$ cat src/rtl/core/fsif_pkg.sv
// ----------------------------------------------------------------------------
// fsif_pkg
// Shared constants, control word layout and microcode table of the
// format string integer formatter.
// ----------------------------------------------------------------------------
`default_nettype none

package fsif_pkg;

    localparam int ARG_BITS   = 32;
    localparam int DEC_DIGITS = ((ARG_BITS * 1233) >> 12) + 1;
    localparam int WORK_BITS  = 4 * DEC_DIGITS;
    localparam int CNT_BITS   = $clog2(ARG_BITS + 1);
    localparam int IDX_BITS   = $clog2(ARG_BITS);
    localparam int STEP_BITS  = 4;

    localparam logic [7:0] CH_B     = 8'h62;
    localparam logic [7:0] CH_D     = 8'h64;
    localparam logic [7:0] CH_O     = 8'h6F;
    localparam logic [7:0] CH_U     = 8'h75;
    localparam logic [7:0] CH_C     = 8'h63;
    localparam logic [7:0] CH_UX    = 8'h58;
    localparam logic [7:0] CH_PCT   = 8'h25;
    localparam logic [7:0] CH_ZERO  = 8'h30;
    localparam logic [7:0] CH_LX    = 8'h78;
    localparam logic [7:0] CH_MINUS = 8'h2D;
    localparam logic [7:0] CH_UA    = 8'h41;

    // character source
    localparam logic [2:0] EM_NONE  = 3'd0;
    localparam logic [2:0] EM_FMT   = 3'd1;
    localparam logic [2:0] EM_PCT   = 3'd2;
    localparam logic [2:0] EM_ZERO  = 3'd3;
    localparam logic [2:0] EM_XCH   = 3'd4;
    localparam logic [2:0] EM_MINUS = 3'd5;
    localparam logic [2:0] EM_DIGIT = 3'd6;

    // datapath operation
    localparam logic [1:0] OP_NONE = 2'd0;
    localparam logic [1:0] OP_DAB  = 2'd1;
    localparam logic [1:0] OP_EXT  = 2'd2;
    localparam logic [1:0] OP_RD   = 2'd3;

    // sequencing
    localparam logic [2:0] J_NEXT = 3'd0;
    localparam logic [2:0] J_DONE = 3'd1;
    localparam logic [2:0] J_GOTO = 3'd2;
    localparam logic [2:0] J_DAB  = 3'd3;
    localparam logic [2:0] J_EXT  = 3'd4;
    localparam logic [2:0] J_DIG  = 3'd5;

    // number base
    localparam logic [1:0] BK_2  = 2'd0;
    localparam logic [1:0] BK_8  = 2'd1;
    localparam logic [1:0] BK_10 = 2'd2;
    localparam logic [1:0] BK_16 = 2'd3;

    // microcode addresses
    localparam logic [STEP_BITS-1:0] S_ECHO = 4'd0;
    localparam logic [STEP_BITS-1:0] S_PCT  = 4'd1;
    localparam logic [STEP_BITS-1:0] S_CHR  = 4'd2;
    localparam logic [STEP_BITS-1:0] S_NONE = 4'd3;
    localparam logic [STEP_BITS-1:0] S_OCT  = 4'd4;
    localparam logic [STEP_BITS-1:0] S_HEX0 = 4'd5;
    localparam logic [STEP_BITS-1:0] S_HEX1 = 4'd6;
    localparam logic [STEP_BITS-1:0] S_SIGN = 4'd7;
    localparam logic [STEP_BITS-1:0] S_DAB  = 4'd8;
    localparam logic [STEP_BITS-1:0] S_EXT  = 4'd9;
    localparam logic [STEP_BITS-1:0] S_RD   = 4'd10;
    localparam logic [STEP_BITS-1:0] S_DIG  = 4'd11;

    typedef struct packed {
        logic [2:0]           emit;
        logic [1:0]           op;
        logic [2:0]           jmp;
        logic [STEP_BITS-1:0] target;
    } ctrl_t;

    function automatic ctrl_t ucode(input logic [STEP_BITS-1:0] step);
        ctrl_t cw;
        cw = '{emit: EM_NONE, op: OP_NONE, jmp: J_DONE, target: S_NONE};
        unique case (step)
            S_ECHO: cw = '{emit: EM_FMT,   op: OP_NONE, jmp: J_DONE, target: S_NONE};
            S_PCT:  cw = '{emit: EM_PCT,   op: OP_NONE, jmp: J_DONE, target: S_NONE};
            S_CHR:  cw = '{emit: EM_FMT,   op: OP_NONE, jmp: J_DONE, target: S_NONE};
            S_NONE: cw = '{emit: EM_NONE,  op: OP_NONE, jmp: J_DONE, target: S_NONE};
            S_OCT:  cw = '{emit: EM_ZERO,  op: OP_NONE, jmp: J_GOTO, target: S_SIGN};
            S_HEX0: cw = '{emit: EM_ZERO,  op: OP_NONE, jmp: J_NEXT, target: S_NONE};
            S_HEX1: cw = '{emit: EM_XCH,   op: OP_NONE, jmp: J_NEXT, target: S_NONE};
            S_SIGN: cw = '{emit: EM_MINUS, op: OP_NONE, jmp: J_NEXT, target: S_NONE};
            S_DAB:  cw = '{emit: EM_NONE,  op: OP_DAB,  jmp: J_DAB,  target: S_NONE};
            S_EXT:  cw = '{emit: EM_NONE,  op: OP_EXT,  jmp: J_EXT,  target: S_NONE};
            S_RD:   cw = '{emit: EM_NONE,  op: OP_RD,   jmp: J_NEXT, target: S_NONE};
            S_DIG:  cw = '{emit: EM_DIGIT, op: OP_RD,   jmp: J_DIG,  target: S_NONE};
            default: cw = '{emit: EM_NONE, op: OP_NONE, jmp: J_DONE, target: S_NONE};
        endcase
        return cw;
    endfunction

    function automatic logic [7:0] digit_char(input logic [3:0] d);
        logic [7:0] c;
        if (d < 4'd10)
            c = CH_ZERO + {4'd0, d};
        else
            c = CH_UA + {4'd0, d} - 8'd10;
        return c;
    endfunction

endpackage

`default_nettype wire

$ cat src/rtl/core/fsif_if.sv
// ----------------------------------------------------------------------------
// fsif_if
// Valid/ready channels of the formatter: format beats in, characters out.
// ----------------------------------------------------------------------------
`default_nettype none

interface fsif_in_if;
    logic        valid;
    logic        ready;
    logic [7:0]  fmt_char;
    logic [31:0] arg_word;
    logic        end_of_format;

    modport source (output valid, output fmt_char, output arg_word,
                    output end_of_format, input ready);
    modport sink   (input valid, input fmt_char, input arg_word,
                    input end_of_format, output ready);
endinterface

interface fsif_out_if;
    logic        valid;
    logic        ready;
    logic [7:0]  out_char;
    logic        run_last;
    logic [15:0] emitted_count;

    modport source (output valid, output out_char, output run_last,
                    output emitted_count, input ready);
    modport sink   (input valid, input out_char, input run_last,
                    input emitted_count, output ready);
endinterface

`default_nettype wire

$ cat src/rtl/core/format_string_integer_formatter.sv
// ----------------------------------------------------------------------------
// format_string_integer_formatter
// Printf-style integer formatter run by a small microcode sequencer.
//
//   channel   dir  beat payload
//   fmt_in    in   fmt_char, arg_word, end_of_format
//   chr_out   out  out_char, run_last, emitted_count
//
// One format beat is taken when the sequencer is idle; then one microcode
// step per cycle. Echo, %%, %c: 1 step. Numbers: prefix steps, a sign step,
// 1 (or ARG_BITS for decimal, double dabble) conversion steps, N digit
// extraction steps, 1 read step and N emit steps, N = digit count.
// Output stalls freeze the step counter; the output register lets the next
// format beat enter while the last character waits. Reset clears all control.
// ----------------------------------------------------------------------------
`default_nettype none

module format_string_integer_formatter (
    input  wire logic   clk,
    input  wire logic   rst_n,
    fsif_in_if.sink     fmt_in,
    fsif_out_if.source  chr_out
);
    import fsif_pkg::*;

    logic                 busy_reg, busy_next;
    logic [STEP_BITS-1:0] step_reg, step_next;
    logic [7:0]           fmt_reg, fmt_next;
    logic                 end_reg, end_next;
    logic                 neg_reg, neg_next;
    logic [1:0]           base_reg, base_next;
    logic [WORK_BITS-1:0] work_reg, work_next;
    logic [ARG_BITS-1:0]  mag_reg, mag_next;
    logic [CNT_BITS-1:0]  cnt_reg, cnt_next;
    logic [CNT_BITS-1:0]  dcnt_reg, dcnt_next;
    logic                 pending_reg, pending_next;
    logic [15:0]          total_reg, total_next;
    logic                 ovalid_reg, ovalid_next;
    logic [7:0]           ochar_reg, ochar_next;
    logic                 olast_reg, olast_next;
    logic [15:0]          ocount_reg, ocount_next;
    logic [3:0]           rd_reg;

    logic [3:0]           digit_mem [ARG_BITS];

    ctrl_t                cw;
    logic                 in_acc;
    logic [ARG_BITS-1:0]  val;
    logic [ARG_BITS-1:0]  val_neg;
    logic                 d_signed;
    logic                 d_neg;
    logic [1:0]           d_base;
    logic [STEP_BITS-1:0] d_start;
    logic [ARG_BITS-1:0]  d_mag;
    logic                 emits;
    logic                 out_free;
    logic                 adv;
    logic                 fin;
    logic [STEP_BITS-1:0] jump_step;
    logic [WORK_BITS-1:0] dab_adj;
    logic [WORK_BITS-1:0] work_sh;
    logic [3:0]           digit;
    logic [CNT_BITS-1:0]  dcnt_dec;
    logic                 mem_we;
    logic                 mem_re;
    logic [7:0]           ch_sel;
    logic [15:0]          total_inc;

    assign cw       = ucode(step_reg);
    assign in_acc   = fmt_in.valid && fmt_in.ready;
    assign val      = ARG_BITS'(fmt_in.arg_word);
    assign val_neg  = ~val + 1'b1;
    assign out_free = !ovalid_reg || chr_out.ready;
    assign dcnt_dec = dcnt_reg - 1'b1;

    assign fmt_in.ready          = !busy_reg;
    assign chr_out.valid         = ovalid_reg;
    assign chr_out.out_char      = ochar_reg;
    assign chr_out.run_last      = olast_reg;
    assign chr_out.emitted_count = ocount_reg;

    // dispatch decode
    always_comb
    begin
        d_start  = S_ECHO;
        d_signed = 1'b1;
        d_base   = BK_10;
        if (pending_reg)
        begin
            unique case (fmt_in.fmt_char)
                CH_B:    begin d_start = S_SIGN; d_base = BK_2;  end
                CH_D:    begin d_start = S_SIGN; d_base = BK_10; end
                CH_O:    begin d_start = S_OCT;  d_base = BK_8;  end
                CH_UX:   begin d_start = S_HEX0; d_base = BK_16; end
                CH_U:    begin d_start = S_SIGN; d_signed = 1'b0; end
                CH_C:    d_start = S_CHR;
                CH_PCT:  d_start = S_PCT;
                default: d_start = S_NONE;
            endcase
        end
        else if (fmt_in.fmt_char == CH_PCT && !fmt_in.end_of_format)
            d_start = S_NONE;
        d_neg = d_signed && val[ARG_BITS-1];
        d_mag = d_neg ? val_neg : val;
    end

    // double dabble adjust, digit shift
    always_comb
    begin
        logic [3:0] nib;
        dab_adj = '0;
        for (int i = 0; i < DEC_DIGITS; i++)
        begin
            nib = work_reg[4*i +: 4];
            dab_adj[4*i +: 4] = (nib >= 4'd5) ? nib + 4'd3 : nib;
        end
        case (base_reg)
            BK_2:    begin work_sh = work_reg >> 1; digit = {3'd0, work_reg[0]};   end
            BK_8:    begin work_sh = work_reg >> 3; digit = {1'b0, work_reg[2:0]}; end
            default: begin work_sh = work_reg >> 4; digit = work_reg[3:0];         end
        endcase
    end

    // step sequencing
    always_comb
    begin
        fin       = 1'b0;
        jump_step = step_reg + 1'b1;
        case (cw.jmp)
            J_NEXT: jump_step = step_reg + 1'b1;
            J_GOTO: jump_step = cw.target;
            J_DAB:
                if (base_reg == BK_10 && cnt_reg != CNT_BITS'(1))
                    jump_step = step_reg;
            J_EXT:
                if (work_sh != '0)
                    jump_step = step_reg;
            J_DIG:
                if (dcnt_reg != '0)
                    jump_step = step_reg;
                else
                    fin = 1'b1;
            default: fin = 1'b1;
        endcase
    end

    always_comb
    begin
        case (cw.emit)
            EM_FMT:   ch_sel = fmt_reg;
            EM_PCT:   ch_sel = CH_PCT;
            EM_ZERO:  ch_sel = CH_ZERO;
            EM_XCH:   ch_sel = CH_LX;
            EM_MINUS: ch_sel = CH_MINUS;
            EM_DIGIT: ch_sel = digit_char(rd_reg);
            default:  ch_sel = 8'd0;
        endcase
    end

    assign emits     = (cw.emit != EM_NONE) && !(cw.emit == EM_MINUS && !neg_reg);
    assign adv       = busy_reg && (!emits || out_free);
    assign total_inc = (total_reg == 16'hFFFF) ? total_reg : total_reg + 16'd1;
    assign mem_we    = adv && (cw.op == OP_EXT);
    assign mem_re    = adv && (cw.op == OP_RD) && (dcnt_reg != '0);

    always_comb
    begin
        busy_next    = busy_reg;
        step_next    = step_reg;
        fmt_next     = fmt_reg;
        end_next     = end_reg;
        neg_next     = neg_reg;
        base_next    = base_reg;
        work_next    = work_reg;
        mag_next     = mag_reg;
        cnt_next     = cnt_reg;
        dcnt_next    = dcnt_reg;
        pending_next = pending_reg;
        total_next   = total_reg;
        ovalid_next  = ovalid_reg && !chr_out.ready;
        ochar_next   = ochar_reg;
        olast_next   = olast_reg;
        ocount_next  = ocount_reg;

        if (in_acc)
        begin
            busy_next    = 1'b1;
            step_next    = d_start;
            fmt_next     = (d_start == S_CHR) ? fmt_in.arg_word[7:0] : fmt_in.fmt_char;
            end_next     = fmt_in.end_of_format;
            neg_next     = d_neg;
            base_next    = d_base;
            mag_next     = d_mag;
            work_next    = (d_base == BK_10) ? '0 : WORK_BITS'(d_mag);
            cnt_next     = CNT_BITS'(ARG_BITS);
            dcnt_next    = '0;
            pending_next = !pending_reg && fmt_in.fmt_char == CH_PCT
                           && !fmt_in.end_of_format;
        end

        if (adv)
        begin
            step_next = jump_step;
            case (cw.op)
                OP_DAB:
                    if (base_reg == BK_10)
                    begin
                        work_next = {dab_adj[WORK_BITS-2:0], mag_reg[ARG_BITS-1]};
                        mag_next  = mag_reg << 1;
                        cnt_next  = cnt_reg - 1'b1;
                    end
                OP_EXT:
                begin
                    work_next = work_sh;
                    dcnt_next = dcnt_reg + 1'b1;
                end
                OP_RD:
                    if (dcnt_reg != '0)
                        dcnt_next = dcnt_dec;
                default: ;
            endcase
            if (emits)
            begin
                ovalid_next = 1'b1;
                ochar_next  = ch_sel;
                olast_next  = fin;
                ocount_next = total_inc;
                total_next  = total_inc;
            end
            if (fin)
            begin
                busy_next = 1'b0;
                if (end_reg)
                begin
                    total_next   = '0;
                    pending_next = 1'b0;
                end
            end
        end
    end

    always_ff @(posedge clk or negedge rst_n)
    begin
        if (!rst_n)
        begin
            busy_reg    <= 1'b0;
            step_reg    <= S_NONE;
            cnt_reg     <= '0;
            dcnt_reg    <= '0;
            pending_reg <= 1'b0;
            total_reg   <= '0;
            ovalid_reg  <= 1'b0;
        end
        else
        begin
            busy_reg    <= busy_next;
            step_reg    <= step_next;
            cnt_reg     <= cnt_next;
            dcnt_reg    <= dcnt_next;
            pending_reg <= pending_next;
            total_reg   <= total_next;
            ovalid_reg  <= ovalid_next;
        end
    end

    always_ff @(posedge clk)
    begin
        fmt_reg    <= fmt_next;
        end_reg    <= end_next;
        neg_reg    <= neg_next;
        base_reg   <= base_next;
        work_reg   <= work_next;
        mag_reg    <= mag_next;
        ochar_reg  <= ochar_next;
        olast_reg  <= olast_next;
        ocount_reg <= ocount_next;
    end

    // digit scratch
    always_ff @(posedge clk)
    begin
        if (mem_we)
            digit_mem[dcnt_reg[IDX_BITS-1:0]] <= digit;
        if (mem_re)
            rd_reg <= digit_mem[dcnt_dec[IDX_BITS-1:0]];
    end

    a_dcnt_range: assert property (@(posedge clk) disable iff (!rst_n)
        dcnt_reg <= CNT_BITS'(ARG_BITS))
        else $error("digit count beyond argument width");

    a_idle_no_digits: assert property (@(posedge clk) disable iff (!rst_n)
        in_acc |-> dcnt_reg == '0)
        else $error("format beat taken with digits outstanding");

    a_fin_idle: assert property (@(posedge clk) disable iff (!rst_n)
        adv && fin |=> !busy_reg)
        else $error("sequencer still busy after final step");

    a_count_nonzero: assert property (@(posedge clk) disable iff (!rst_n)
        ovalid_reg |-> ocount_reg != 16'd0)
        else $error("character beat with zero count");

endmodule

`default_nettype wire
$ cat src/flat_wrapper.sv
// flat-port wrapper written by rule: the top's interface ports become plain ports
module format_string_integer_formatter_flat import fsif_pkg::*;
  (clk, rst_n, fmt_in_valid, fmt_in_fmt_char, fmt_in_arg_word, fmt_in_end_of_format, fmt_in_ready, chr_out_valid, chr_out_out_char, chr_out_run_last, chr_out_emitted_count, chr_out_ready);
  fsif_in_if fmt_in_i ();
  fsif_out_if chr_out_i ();
  input  wire logic clk;
  input  wire logic rst_n;
  input wire logic [$bits(fmt_in_i.valid)-1:0] fmt_in_valid;
  input wire logic [$bits(fmt_in_i.fmt_char)-1:0] fmt_in_fmt_char;
  input wire logic [$bits(fmt_in_i.arg_word)-1:0] fmt_in_arg_word;
  input wire logic [$bits(fmt_in_i.end_of_format)-1:0] fmt_in_end_of_format;
  output wire logic [$bits(fmt_in_i.ready)-1:0] fmt_in_ready;
  output wire logic [$bits(chr_out_i.valid)-1:0] chr_out_valid;
  output wire logic [$bits(chr_out_i.out_char)-1:0] chr_out_out_char;
  output wire logic [$bits(chr_out_i.run_last)-1:0] chr_out_run_last;
  output wire logic [$bits(chr_out_i.emitted_count)-1:0] chr_out_emitted_count;
  input wire logic [$bits(chr_out_i.ready)-1:0] chr_out_ready;
  assign fmt_in_i.valid = fmt_in_valid;
  assign fmt_in_i.fmt_char = fmt_in_fmt_char;
  assign fmt_in_i.arg_word = fmt_in_arg_word;
  assign fmt_in_i.end_of_format = fmt_in_end_of_format;
  assign fmt_in_ready = fmt_in_i.ready;
  assign chr_out_valid = chr_out_i.valid;
  assign chr_out_out_char = chr_out_i.out_char;
  assign chr_out_run_last = chr_out_i.run_last;
  assign chr_out_emitted_count = chr_out_i.emitted_count;
  assign chr_out_i.ready = chr_out_ready;
  format_string_integer_formatter u_core (.clk(clk), .rst_n(rst_n), .fmt_in(fmt_in_i), .chr_out(chr_out_i));
endmodule
$ cat config.mk
export PLATFORM = sky130hd
export DESIGN_NAME = format_string_integer_formatter_flat
export DESIGN_NICKNAME = d
export VERILOG_FILES = /design/src/rtl/core/fsif_pkg.sv /design/src/rtl/core/fsif_if.sv /design/src/rtl/core/format_string_integer_formatter.sv /design/src/flat_wrapper.sv
export SDC_FILE = /design/constraint.sdc
export NUM_CORES = 1
export LEC_CHECK = 0
export ABC_AREA = 0
export ABC_CLOCK_PERIOD_IN_PS = 3440
export CORE_MARGIN = 2
export CORE_UTILIZATION = 50
export CTS_CLUSTER_SIZE = 20
export DETAILED_ROUTE_END_ITERATION = 10
export DONT_BUFFER_PORTS = 1
export GPL_TIMING_DRIVEN = 0
export PLACE_DENSITY = 0.73
export SYNTH_ARGS = -nofsm -noshare
export SYNTH_HDL_FRONTEND = slang
export SYNTH_SLANG_ARGS = --single-unit
$ cat constraint.sdc
create_clock -name clk -period 3.44 [get_ports clk]
set_input_delay 0.688 -clock clk [delete_from_list [all_inputs] [get_ports clk]]
set_output_delay 0.688 -clock clk [all_outputs]
set_load 0.03 [all_outputs]
==> metrics.csv, run 1 <==
stage,metric,value,unit
run_status,outcome,"finished, final reports clean",
cts,CTS buffer count,29,
layout,fraction of layout cells with a size suffix above 1,13.0,%
logic_synthesis,Yosys Warn Count,0,
drt,WL/cell,22.4,um
pwr,Pleak,6.17,nW
cts,CTS max path bufs,3,
worst_setup_path,Worst Setup Path Type,reg -> reg,
pwr,pwr dens,701,nW/um2
sta,endpoints failing setup,0,
cts,htree depth,1,
worst_setup_path,crit path DAT,3.76,ns
drt,vias,12585,
logic_synthesis,"Cell Area, Synth",15500,um2
layout,n_diodes,0,
global_route,GRT Util Overall,26.3,%
logic_synthesis,register bit total from synthesis,276,
cts,clk slew on worst S/H paths,0.07,ns
floorplan,# IOs,72,
sta,maximum clock frequency,302,MHz
logic_synthesis,"Top FF cell, synth",edfxtp_1,
global_route,global-route wire length before repair,68300,um
floorplan,std cell rows,64,
sta,Slew HR,18.1,%
drt,initial DRC count,1317,
drt,DRT Wirelength,43800,um
sta,Worst-Margin Slew,1.23,ns
floorplan,Die Y,180,um
place,gpl congestion,0.973,
cts,Root Driver,clkbuf_16,
floorplan,Die Wd,180,um
floorplan,Die ar.,32400,um2
worst_setup_path,Critical Path Sink Type,flop,
layout,P&R area growth vs syn,11.3,%
sta,Final Hold Viols,0,
min_path,hold path startpoint,fmt_in_end_of_format,
cts,"Clk Latency, worst-skew pair",0.57,ns
cts,CTS tree,built,
place,Final HPWL DP,30800,um
logic_synthesis,syn nets,1585,
global_route,number of global-route vias before repair,12262,
logic_synthesis,Post-synth EDFFs,169,
worst_setup_path,crit path from,u_core.step_reg[0],
worst_setup_path,FF-to-FF Start,u_core.step_reg[0],
logic_synthesis,number of library cell types mapped by synthesis,86,
worst_setup_path,Critical Path RT,3.89,ns
drt,number of remaining DRC errors,0,
logic_synthesis,Synth top area share,32.7,%
logic_synthesis,Synth area leader,edfxtp_1,
layout,max FFs per register,128,
drt,Vias/cell,6.44,
place,input/output buffers,0,
sta,Setup Skew,0.0111,ns
pwr,Pwr Total,12.1,mW
drt,DR pass1 iterations,6,
logic_synthesis,post-synthesis cell count,1501,
sta,ratio of final minimum period to clock period,96.1,%
layout,Final #Nets,1618,
logic_synthesis,"top cells by area, synth","edfxtp_1 33%, dfxtp_1 9.3%, dfrtp_1 5.3%, mux4_2 4.7%, mux2i_1 3.6%",
worst_setup_path,worst-path maximum fanout,10,
layout,area occupied by multi-input gates,7640,um2
logic_synthesis,share of synthesized registers carrying an async set or reset,12.7,%
logic_synthesis,register area share after synthesis,47.7,%
sta,Tmin final,3.31,ns
min_path,Hold WC Path Type,in -> reg,
layout,Final Util,56.4,%
global_route,pin count of the biggest net entering global routing,38,
run,Max-Cap Viols,0,
pwr,Worst VDD drop,0.405,mV
global_route,initial antenna violation count,0,
sta,Setup WS post-layout,0.133,ns
global_route,grt ovf,0,
place,Setup WS pre-CTS,-0.858,ns
worst_setup_path,crit start category,flop,
logic_synthesis,Avg Inst Size Synth,10.3,um2
floorplan,starting density of the core,50.7,%
cts,Clock Sinks,276,
sta,"Slew Viols, Final",0,
floorplan,Core Area,30600,um2
layout,Fillers,2588,
layout,Storage cell area,7400,um2
drt,Routed Antenna Nets,0,
[layout make-up]
cell class | count | area share (%)
flip-flops and latches | 276 | 42.9
clock buffers | 38 | 4.59
multi-input cells | 1064 | 44.3
plain buffers | 105 | 2.63
clock inverters | 16 | 1.04
repair buffers | 5 | 0.537
well taps | 396 | 2.87
inverters | 53 | 1.16
[Yosys cell counts, types with 33 or more instances]
cell,n
nor2_1,129
edfxtp_1,169
inv_1,49
a21oi_1,67
o21ai_0,86
mux2i_1,55
dfrtp_1,33
xnor2_1,36
dfxtp_1,72
clkbuf_1,82
nand3_1,46
ha_1,39
nand2_1,144
[what timing repair did]
action	in CTS	in global routing
resized for setup	48	30
hold buffers	2	0
pin swaps	1	0
endpoints found under the hold margin	35	0
setup endpoints to repair	194	222
setup buffers	1	0
[cell families (layout without fill, tap and decap cells)]
group,count (synthesis),after routing,share of synthesized area [%]
AOI/OAI and AO/OA,370,370,16.5
xor gates and xnor gates,64,64,3.62
adders and majority gates,39,39,3.15
buffers and inverters,161,217,4.07
DFF,276,276,47.7
muxes,111,111,9.95
and+or+nand+nor,480,480,15.0
[placed cells by master, fill, tap and decap left out, drive strengths merged, types with 24 or more instances in the layout]
cell      n
nand2   144
nand3    46
mux2     24
ha       39
o211ai   24
xnor2    36
dfxtp    72
inv      52
xor2     28
mux2i    55
nor3     32
buf      29
a21oi    67
dfrtp    33
edfxtp  169
o21ai    89
mux4     32
clkbuf  118
nor2    130
[stage by stage]
stage / hold WS (ns) / std cells / TNS [ns] / cell area [um2]
floorplan: 0.392 / 1501 / 0 / 15500
global placement: 0.397 / 1897 / -139.21 / 16000
detailed placement: 0.397 / 1899 / -88.94 / 16100
CTS: 0.188 / 1954 / 0 / 17200
global route: 0.188 / 1953 / -0.0150 / 17200
finish: 0.209 / 1953 / 0 / 17200
[final timing paths]
kind | to | slack (ns) | cells after the start
min in group asynchronous | u_core.dcnt_reg[3] | 0.60 | 2
hold reg to reg | u_core.mag_reg[3] | 0.44 | 2
setup / recovery | u_core.work_reg[18] | 0.13 | 11
setup reg to reg | u_core.work_reg[18] | 0.13 | 11
max in group asynchronous | u_core.step_reg[1] | 2.57 | 2
hold / removal | u_core.end_reg | 0.21 | 0
[worst max-delay path, cell delays in order (launching register included)]
cell	delay, ns
dfstp_2	0.39
clkbuf_2	0.18
inv_1	0.16
ha_1	0.16
buf_2	0.19
nor3_2	0.08
a311o_1	0.37
a211o_2	0.43
nand3_1	0.30
clkbuf_1	0.52
nor2_1	0.11
a221o_1	0.29
[report_power, final]
group          switching, mW  internal (mW)  total (mW)
registers              0.651           4.22        4.87
logic                   2.59           1.42        4.01
clock network           1.35           1.85        3.21
[per-layer routing]
layer	routed length, um	share of wire [%]	track usage [%]
met4	2350	5.4	12.9
met1	17400	40	34.6
met2	20500	47	43.0
met3	3570	8.2	3.72
met5	0	0	0
No activity file was read; power rests on OpenSTA's default activity.
==> inputs of run 2 (changes only) <==
- ABC_CLOCK_PERIOD_IN_PS: 3440 -> 4200
- PLACE_DENSITY: 0.73 -> 0.7
- clock period: 3.44 -> 4.2 ns (I/O delays scaled with it)
==> run 2 against run 1 <==
Net effect: worst setup slack worse by 0.030 ns; sequential cell count did not move; sequential power is 18% lower; power shrank 18%; highest routed layer unchanged.
==> metrics.csv, run 2 (synthesis results as in run 1) <==
stage,metric,value,unit,change
run_status,outcome,"finished, final reports clean",,
place,placed instance area,16100,um2,unchanged
cts,Root Driver,clkbuf_16,,
global_route,pin count of the biggest net entering global routing,38,,unchanged
worst_setup_path,FF-to-FF Start,u_core.step_reg[0],,
drt,DR pass1 iterations,6,,unchanged
cts,CTS max path bufs,3,,unchanged
place,Setup WS pre-CTS,-0.156,ns,+0.702 ns
floorplan,# IOs,72,,unchanged
floorplan,Core Area,30600,um2,unchanged
worst_setup_path,FF-to-FF setup slack,0.10,ns,-0.03 ns
layout,n_diodes,0,,unchanged
worst_setup_path,crit start category,flop,,
layout,Final #Nets,1620,,+0.12%
sta,maximum clock frequency,244,MHz,-19%
drt,DRT Wirelength,43400,um,-0.84%
layout,max FFs per register,128,,unchanged
floorplan,Die ar.,32400,um2,unchanged
layout,post-route cell area,17100,um2,-0.80%
cts,htree depth,1,,unchanged
place,Final HPWL DP,30900,um,+0.42%
layout,P&R area growth vs syn,10.4,%,
place,cell count after placement,1899,,unchanged
worst_setup_path,R2R cell count,11,,unchanged
cts,CTS tree,built,,
pwr,pwr dens,577,nW/um2,-18%
global_route,global-route wire length before repair,67800,um,-0.82%
worst_setup_path,Critical Path RT,4.43,ns,+0.54 ns
layout,"commonest non-fill, non-tap cell in the layout",edfxtp_1,,
worst_setup_path,Critical Path Sink Type,flop,,
sta,endpoints failing setup,0,,unchanged
layout,Fillers,2610,,+0.85%
cts,CTS buffer count,29,,unchanged
sta,Setup Skew,0.0123,ns,+0.00118 ns
worst_setup_path,Worst R2R End,u_core.digit_mem[29][1],,
layout,fraction of layout cells with a size suffix above 1,9.94,%,-3.0 points
sta,Setup WS post-layout,0.102,ns,-0.0303 ns
place,input/output buffers,0,,unchanged
drt,Routed Antenna Nets,0,,unchanged
drt,WL/cell,22.2,um,-0.94%
pwr,Pleak,6.14,nW,-0.39%
sta,Tmin final,4.10,ns,+0.790 ns
sta,Final Hold Viols,0,,unchanged
worst_setup_path,worst-path maximum fanout,10,,unchanged
floorplan,std cell rows,64,,unchanged
sta,ratio of final minimum period to clock period,97.6,%,+1.4 points
global_route,number of global-route vias before repair,12056,,-1.7%
floorplan,Die Wd,180,um,unchanged
floorplan,starting density of the core,50.7,%,unchanged
worst_setup_path,crit path DAT,4.32,ns,+0.56 ns
sta,Worst-Margin Slew,1.14,ns,-0.0926 ns
pwr,Worst VDD drop,0.431,mV,+6.5%
drt,initial DRC count,1184,,-10%
sta,Slew HR,24.3,%,+6.2 points
sta,"Slew Viols, Final",0,,unchanged
min_path,Hold WC Path Type,in -> async,,
worst_setup_path,Worst Setup Path Type,reg -> reg,,
layout,"Cell Count, Final, Fillers Out",1955,,+0.10%
cts,Clock Sinks,276,,unchanged
drt,Vias/cell,6.38,,-1.0%
cts,clk slew on worst S/H paths,0.06,ns,about the same
place,gpl congestion,0.983,,+1.0%
run,Max-Cap Viols,0,,unchanged
sta,Min Hold Slack,0.103,ns,-0.107 ns
worst_setup_path,crit path from,u_core.step_reg[0],,
worst_setup_path,CP Capture Point,u_core.digit_mem[29][1],,
layout,most frequent cells in the layout,"169 x edfxtp_1, 144 x nand2_1, 125 x nor2_1, 86 x clkbuf_1, 86 x o21ai_0",,
global_route,GRT Util Overall,26.2,%,-0.14 points
sta,final setup TNS,0,ns,unchanged
drt,number of remaining DRC errors,0,,unchanged
drt,vias,12471,,-0.91%
global_route,initial antenna violation count,0,,unchanged
sta,RSZ-0062 raised after global routing,true,,
global_route,grt ovf,0,,unchanged
floorplan,Die Y,180,um,unchanged
cts,"Clk Latency, worst-skew pair",0.57,ns,about the same
==> run 2: cell types whose count changed in the layout (fill, tap and decap cells not counted), moves of 3 or more <==
cell | previous run | this run
buf_1 | 6 | 10
buf_2 | 15 | 12
clkbuf_1 | 75 | 86
clkbuf_2 | 9 | 4
clkbuf_8 | 1 | 6
nor2_1 | 95 | 125
nor2_2 | 32 | 5
nor2_4 | 3 | 0
==> run 2: metal layers <==
metal / global-route usage, % / wire length [um] / part of all wire [%]
met1: 34.7 / 17800 / 41
met2: 43.1 / 20700 / 48
met3: 3.78 / 3020 / 6.9
met4: 11.3 / 1920 / 4.4
met5: 0 / 0 / 0
==> run 2: per-stage QoR <==
| stage | utilization, % | power [mW] |
|---|---|---|
| 2_1_floorplan | - | 6.25 |
| 4_1_cts | 55.8 | 9.84 |
| 5_1_grt | 55.9 | 10.3 |
| 3_3_place_gp | 52.3 | 7.11 |
| 6_report | 55.9 | 9.87 |
| 3_5_place_dp | 52.5 | 7.19 |
==> run 2: timing repair <==
action,CTS,global route
setup endpoints to repair,12,100
buffers inserted,0,1
hold endpoints to repair,33,0
hold buffers,1,0
pin swaps,0,1
resized for setup,6,8
==> run 2: power by group <==
| group | total, mW | internal, mW | switching (mW) | leakage (nW) |
|---|---|---|---|---|
| clock | 2.65 | 1.55 | 1.10 | 0.485 |
| sequential | 3.99 | 3.46 | 0.527 | 2.77 |
| combinational | 3.24 | 1.13 | 2.11 | 2.88 |
| total | 9.87 | 6.14 | 3.73 | 6.14 |
==> run 2: how the worst min path moves through the flow <==
stage                             startpoint              endpoint  slack [ns]  depth (start not counted)
after global placement    u_core.mag_reg[16]    u_core.mag_reg[17]        0.43                          2
after global routing                   rst_n   u_core.total_reg[2]         0.1                          1
after detailed placement   u_core.mag_reg[2]     u_core.mag_reg[3]        0.43                          2
after floorplan            u_core.mag_reg[2]     u_core.mag_reg[3]        0.42                          2
final                                  rst_n   u_core.total_reg[3]        0.10                          1
after CTS                              rst_n  u_core.total_reg[13]         0.1                          1
==> run 2: worst max-delay path, cell delays in order (launching register included) <==
cell	delay, ns
dfstp_2	0.57
clkbuf_1	0.31
inv_1	0.17
ha_1	0.22
buf_2	0.17
nor3_1	0.27
a311o_1	0.24
a211oi_2	0.17
nor2_1	0.30
clkbuf_1	0.50
nand3_2	0.38
nor2_1	0.45
==> run 2: cell type report <==
type | instances | area, um2 | area share (%)
tap | 396 | 495 | 2.90
buffer | 108 | 444 | 2.60
inverter | 53 | 199 | 1.16
sequential | 276 | 7400 | 43.2
clock buffer | 44 | 867 | 5.07
multi-input combinational | 1064 | 7510 | 43.9
timing repair buffer | 4 | 82.6 | 0.483
clock inverter | 10 | 116 | 0.680
